File: src/rtl/core/ple_pkg.sv
`timescale 1ns / 1ps
`default_nettype none

package ple_pkg;

    localparam int DEPTH = 64;

    localparam int IDX_W = (DEPTH > 1) ? $clog2(DEPTH) : 1;
    localparam int LEN_W = $clog2(DEPTH + 1);
    localparam int POS_W = 7;
    localparam int CMP_W = ((LEN_W > POS_W) ? LEN_W : POS_W) + 1;

    localparam int VAL_W      = 32;
    localparam int CMD_W      = 2;
    localparam int ST_W       = 2;
    localparam int S_DATA_W   = 40;
    localparam int S_USER_W   = 2;
    localparam int M_DATA_W   = 16;

    localparam logic [CMD_W-1:0] CMD_INSERT = 2'd0;
    localparam logic [CMD_W-1:0] CMD_DELETE = 2'd1;
    localparam logic [CMD_W-1:0] CMD_SEARCH = 2'd2;

    localparam logic [ST_W-1:0] ST_OK      = 2'd0;
    localparam logic [ST_W-1:0] ST_BAD_POS = 2'd1;
    localparam logic [ST_W-1:0] ST_EMPTY   = 2'd2;
    localparam logic [ST_W-1:0] ST_FULL    = 2'd3;

    typedef struct packed {
        logic              ins;
        logic              del;
        logic [IDX_W-1:0]  idx;
        logic [LEN_W-1:0]  len;
        logic [VAL_W-1:0]  key;
    } t_bcast;

endpackage

`default_nettype wire

File: src/rtl/core/ple_cell.sv
`timescale 1ns / 1ps
`default_nettype none

module ple_cell (
    input  wire                           i_clk,
    input  wire  [ple_pkg::IDX_W-1:0]     i_idx,
    input  wire  ple_pkg::t_bcast         i_bcast,
    input  wire  [ple_pkg::VAL_W-1:0]     i_left,
    input  wire  [ple_pkg::VAL_W-1:0]     i_right,
    output logic [ple_pkg::VAL_W-1:0]     o_value,
    output logic                          o_match
);

    logic [ple_pkg::VAL_W-1:0] r_value;
    logic [ple_pkg::VAL_W-1:0] n_value;
    logic                      w_eq;
    logic                      w_gt;
    logic                      w_live;

    assign w_eq   = (i_idx == i_bcast.idx);
    assign w_gt   = (i_idx > i_bcast.idx);
    assign w_live = (ple_pkg::LEN_W'(i_idx) < i_bcast.len);

    always_comb begin
        n_value = r_value;
        if (i_bcast.ins) begin
            if (w_eq) begin
                n_value = i_bcast.key;
            end else if (w_gt) begin
                n_value = i_left;
            end
        end else if (i_bcast.del && (w_eq || w_gt)) begin
            n_value = i_right;
        end
    end

    always_ff @(posedge i_clk) begin
        r_value <= n_value;
    end

    assign o_value = r_value;
    assign o_match = w_live && (r_value == i_bcast.key);

endmodule

`default_nettype wire

File: config.mk
export PLATFORM = sky130hd
export DESIGN_NAME = ple_cell
export DESIGN_NICKNAME = d
export VERILOG_FILES = /design/src/rtl/core/ple_pkg.sv /design/src/rtl/core/ple_cell.sv
export SDC_FILE = /design/constraint.sdc
export NUM_CORES = 1
export LEC_CHECK = 0
export BUFFER_PORTS_ARGS = -buffer_cell sky130_fd_sc_hd__buf_2
export CAP_MARGIN = 20
export CORE_UTILIZATION = 46
export CTS_CLUSTER_DIAMETER = 60
export DETAILED_ROUTE_END_ITERATION = 6
export PLACE_DENSITY_LB_ADDON = 0.25
export SYNTH_ARGS = -nofsm -noshare
export SYNTH_HDL_FRONTEND = slang
export SYNTH_SLANG_ARGS = --single-unit
File: constraint.sdc
create_clock -name i_clk -period 5.65 [get_ports i_clk]
set_clock_uncertainty 0.05 [all_clocks]
set_input_delay 0.2825 -clock i_clk [delete_from_list [all_inputs] [get_ports i_clk]]
set_output_delay 0.2825 -clock i_clk [all_outputs]
set_load 0.02 [all_outputs]
# Word-level counts from Yosys, hierarchy flattened
# Cells that the tools add are included.
[op_classes]
magnitude_cmp = 2
eq_ne = 3
n_mux = 4
reduce_logical = 5
[ops]
columns = ["operator", "count"]
rows = [
  ["$mux 32", 4],
  ["$eq 32x32->1", 1],
  ["$lt 6x7->1", 1],
  ["$eq 6x6->1", 1],
  ["$gt 6x6->1", 1],
  ["$ne 3x1->1 const B", 1],
  ["$logic_and 1x1->1", 2],
  ["$reduce_and 2->1", 1],
  ["$reduce_bool 2->1", 1],
  ["$logic_or 1x1->1", 1],
]
[totals]
register_bits = 32
input_bits = 118
output_inout_bits = 33

# Longest topological paths before layout
[logic_depth]
ltp_word = 5
depth_mapped = 7

# Worst setup path after synthesis
# OpenSTA, ideal clock, no wires.
[synth_path]
kind = "input port to flip-flop"
startpoint = "input i_bcast[44] (netlist bit)"
endpoint = "register r_value, in the netlist o_value[0], enable pin"
t_arrival_ns = 2.494
slack_ns = 2.674
path_stages = 6
cell_sequence = "inv_1 ha_1 nand4_2 nor2_1 nor2_1 a21oi_1"
[synth_between]
elab_chain_cells = 5
elab_cells_between_ends = 7
cone_classes = "order compare (1); eq/ne (2); reduce/logical (4)"
[synth_lines]
columns = ["element", "line_no", "rtl"]
rows = [
  ["from (decl)", "ple_cell.sv:7", "input wire ple_pkg::t_bcast i_bcast,"],
  ["$gt 6x6->1 or $eq 6x6->1 (tied branches)", "ple_cell.sv:21, ple_cell.sv:20", ""],
  ["$logic_or 1x1->1", "ple_cell.sv:32", "end else if (i_bcast.del && (w_eq || w_gt)) begin"],
  ["$logic_and 1x1->1", "ple_cell.sv:32", ""],
  ["$reduce_bool 2->1 (no line)", "-", ""],
  ["$reduce_and 2->1 (no line) *", "-", ""],
  ["to (signal assigned)", "ple_cell.sv:38", "r_value <= n_value;"],
  ["to (decl)", "ple_cell.sv:14", "logic [ple_pkg::VAL_W-1:0] r_value;"],
]
# Every way passes the cells marked *; elsewhere a longest branch is shown, timed or not.
# A chain may end at the register's enable or synchronous reset.

# Worst setup path in the final report
[layout_path]
startpoint = "register r_value, in the netlist o_value[14]"
endpoint = "output o_match"
[layout_between]
elab_chain_cells = 2
[layout_lines]
columns = ["element", "line_no", "rtl"]
rows = [
  ["$eq 32x32->1", "ple_cell.sv:42", "assign o_match = w_live && (r_value == i_bcast.key);"],
  ["$logic_and 1x1->1", "ple_cell.sv:42", ""],
  ["to (decl)", "ple_cell.sv:11", "output logic o_match"],
]
# No other way between the ends.

==> reports/metrics.yaml <==
clocking:
  cts_resized: 0
  hold_buffers: 0
  cts_sinks: 32
  clk_pin_slew_ns: 0.08
  cts_buffers: 5
  clock_path_buffers: 2
  cts-root-buf: "clkbuf_8"
  cts_tree: "yes"
  htreeDepth: 2
  cts_setup_buffers: 0
die:
  die_w_um: 72.6
  core_um2: 4750
  die_height_um: 72.6
  dieArea_um2: 5270
  start_util_pct: 48.2
  placementRows: 25
  ios: 151
layout:
  fill_cells: 405
  layout-drive-gt1-share_pct: 44.0
  antenna_cells: 0
  area_growth_pct: 39.4
  layout_common_cells: "buf_2 (150), a21oi_1 (36), nor2_1 (35)"
  instances_no_fill: 440
  nets: 501
  layout_commonest_cell: "buf_2"
  largest_reg_flops: 32
timing:
  fin_crit_ns: 2.16
  setup_viol: 0
  rsz0062_at_grt: "no"
  worstMarginPinSlew_ns: 0.596
  relSlewSlack_pct: 60.3
  tns_ns: 0
  max_freq_mhz: 464
  holdWs_ns: 0.267
  hold_viol: 0
  final_max_slew_viol_count: 0
  setup_ws_ns: 3.49
  fin_crit_sh_pct: 38.1
synth:
  synth_simple_gate_area_share_pct: 11.1
  synth_compound_area_share_pct: 9.22
  syn-cell-area_um2: 2290
  synth_top_family_by_area: "multiplexers"
  synthAdderAreaFrac_pct: 6.00
  synth_xor_xnor_area_share_pct: 12.2
  synthCells: 222
  syn_avg_cell_area_um2: 10.3
  synth_top_flop_cell: "edfxtp_1"
  synth-seq-cells: 32
  synth_edf_count: 32
  synth_cell_type_count: 22
  yosysWarnings: 0
  synthArstFlopShare_pct: 0
  synth_fp_nets: 351
  ys_seq_area_share_pct: 41.9
  yosys-mux-area-fraction_pct: 14.0
worst_hold_path:
  holdCritStartpoint: "i_right[13]"
  hold_depth: 3
  hold_end: "o_value[13]"
  hold_class: "primary input to flip-flop"
power:
  ir_drop_uv: 149
  switching_share_pct: 32.8
  power.clock.fraction_pct: 24.0
  p_comb_share_pct: 31.2
  p_int_uw: 489
  powerDensity_nw_per_um2: 228
  power.leakage_nw: 1.47
  finalPower_uw: 728
  pwr-share-seq_pct: 44.8
  power.net_switching_uw: 239
detailed_routing:
  num_vias: 2155
  ant_nets: 0
  drc: 0
  wl_um: 5700
  drt-initial-drc-count: 85
  wire_per_inst_um: 13.0
  dr.pass1.iters: 4
  vias_per_cell: 4.90
worst_setup_path:
  required_ns: 5.32
  endpoint_kind: "primary output"
  worstPathMaxFanout: 2
  startpoint_type: "flip-flop"
  worstSetupPathType: "flip-flop to primary output"
  arrival_ns: 1.82
global_routing:
  grt_pass1_vias: 2074
  grt_start_max_net_pins: 66
  grt_antenna_before_repair: 0
  grt_usage_pct: 21.8
  grt_overflow: 0
  grt_pass1_wl_um: 8950
placement:
  pre_cts_ws_ns: 3.26
  portBuffers: 150
  place_inst: 431
  place_congestion: 0.878
  hpwl_um: 4500
run_status:
  status: "completed"
flow_run:
  maxCapViolCount: 0
==> Yosys cell counts, types with 2 or more instances <==
master | instances | area [um2]
xor2_1 | 32 | 280
a21o_1 | 2 | 15.0
nor2_1 | 35 | 131
mux2i_1 | 32 | 320
clkbuf_1 | 6 | 22.5
buf_12 | 3 | 60.1
nand2b_1 | 2 | 12.5
nand4_1 | 2 | 12.5
nor4_1 | 8 | 50.1
inv_1 | 11 | 41.3
edfxtp_1 | 32 | 961
ha_1 | 11 | 138
a21oi_1 | 37 | 185
==> power by group through the flow <==
stage	Sequential (mW)	Combinational (mW)	Clock, mW
3_3_place_gp	0.330	0.219	0
5_1_grt	0.330	0.249	0.191
4_1_cts	0.327	0.224	0.180
2_1_floorplan	0.375	0.0825	0
6_report	0.326	0.227	0.174
3_5_place_dp	0.332	0.223	0
==> cells by family (layout without fill, tap and decap cells) <==
kind of cell    Yosys count  count (layout)
xor+xnor                 32              32
compound gates           41              41
mux                      32              32
fa+ha+maj                11              11
buf+inv                  21             172
flops                    32              32
simple gates             53              53
==> per-stage QoR <==
stage | area [um2] | util (%)
after global placement | 3060 | 64.3
after floorplan | 2290 | -
final | 3190 | 67.2
after global routing | 3190 | 67.2
after CTS | 3170 | 66.6
after detailed placement | 3080 | 64.8
==> final cells by class <==
| type | count | area [um2] | share of cell area (%) |
|---|---|---|---|
| Inverter | 11 | 41.3 | 1.29 |
| Clock buffer | 5 | 68.8 | 2.15 |
| Multi-Input combinational cell | 169 | 1210 | 38.0 |
| Tap cell | 67 | 83.8 | 2.62 |
| Clock inverter | 3 | 18.8 | 0.588 |
| Sequential cell | 32 | 961 | 30.1 |
| Timing Repair Buffer | 153 | 806 | 25.2 |
==> layer usage <==
layer,track usage [%],vias to the layer above,share of wire [%]
li1,-,1095,-
met1,24.9,939,41
met2,37.7,109,49
met3,6.22,12,7.7
met4,10.2,0,2.1
met5,0,-,0
==> critical path, cell delays in order (launching register included) <==
cell      delay, ns
edfxtp_1       0.40
xor2_1         0.16
nor4_1         0.40
nand4_1        0.19
nor3_1         0.20
buf_2          0.20
==> worst max path at each step <==
| stage | startpoint | endpoint |
|---|---|---|
| finish | o_value[14] | o_match |
| global route | o_value[14] | o_match |
| global placement | i_idx[3] | o_value[12] |
| detailed placement | i_idx[5] | o_value[3] |
| CTS | o_value[14] | o_match |
| floorplan | i_bcast[44] | o_value[0] |
No activity file was read; power rests on OpenSTA's default activity.
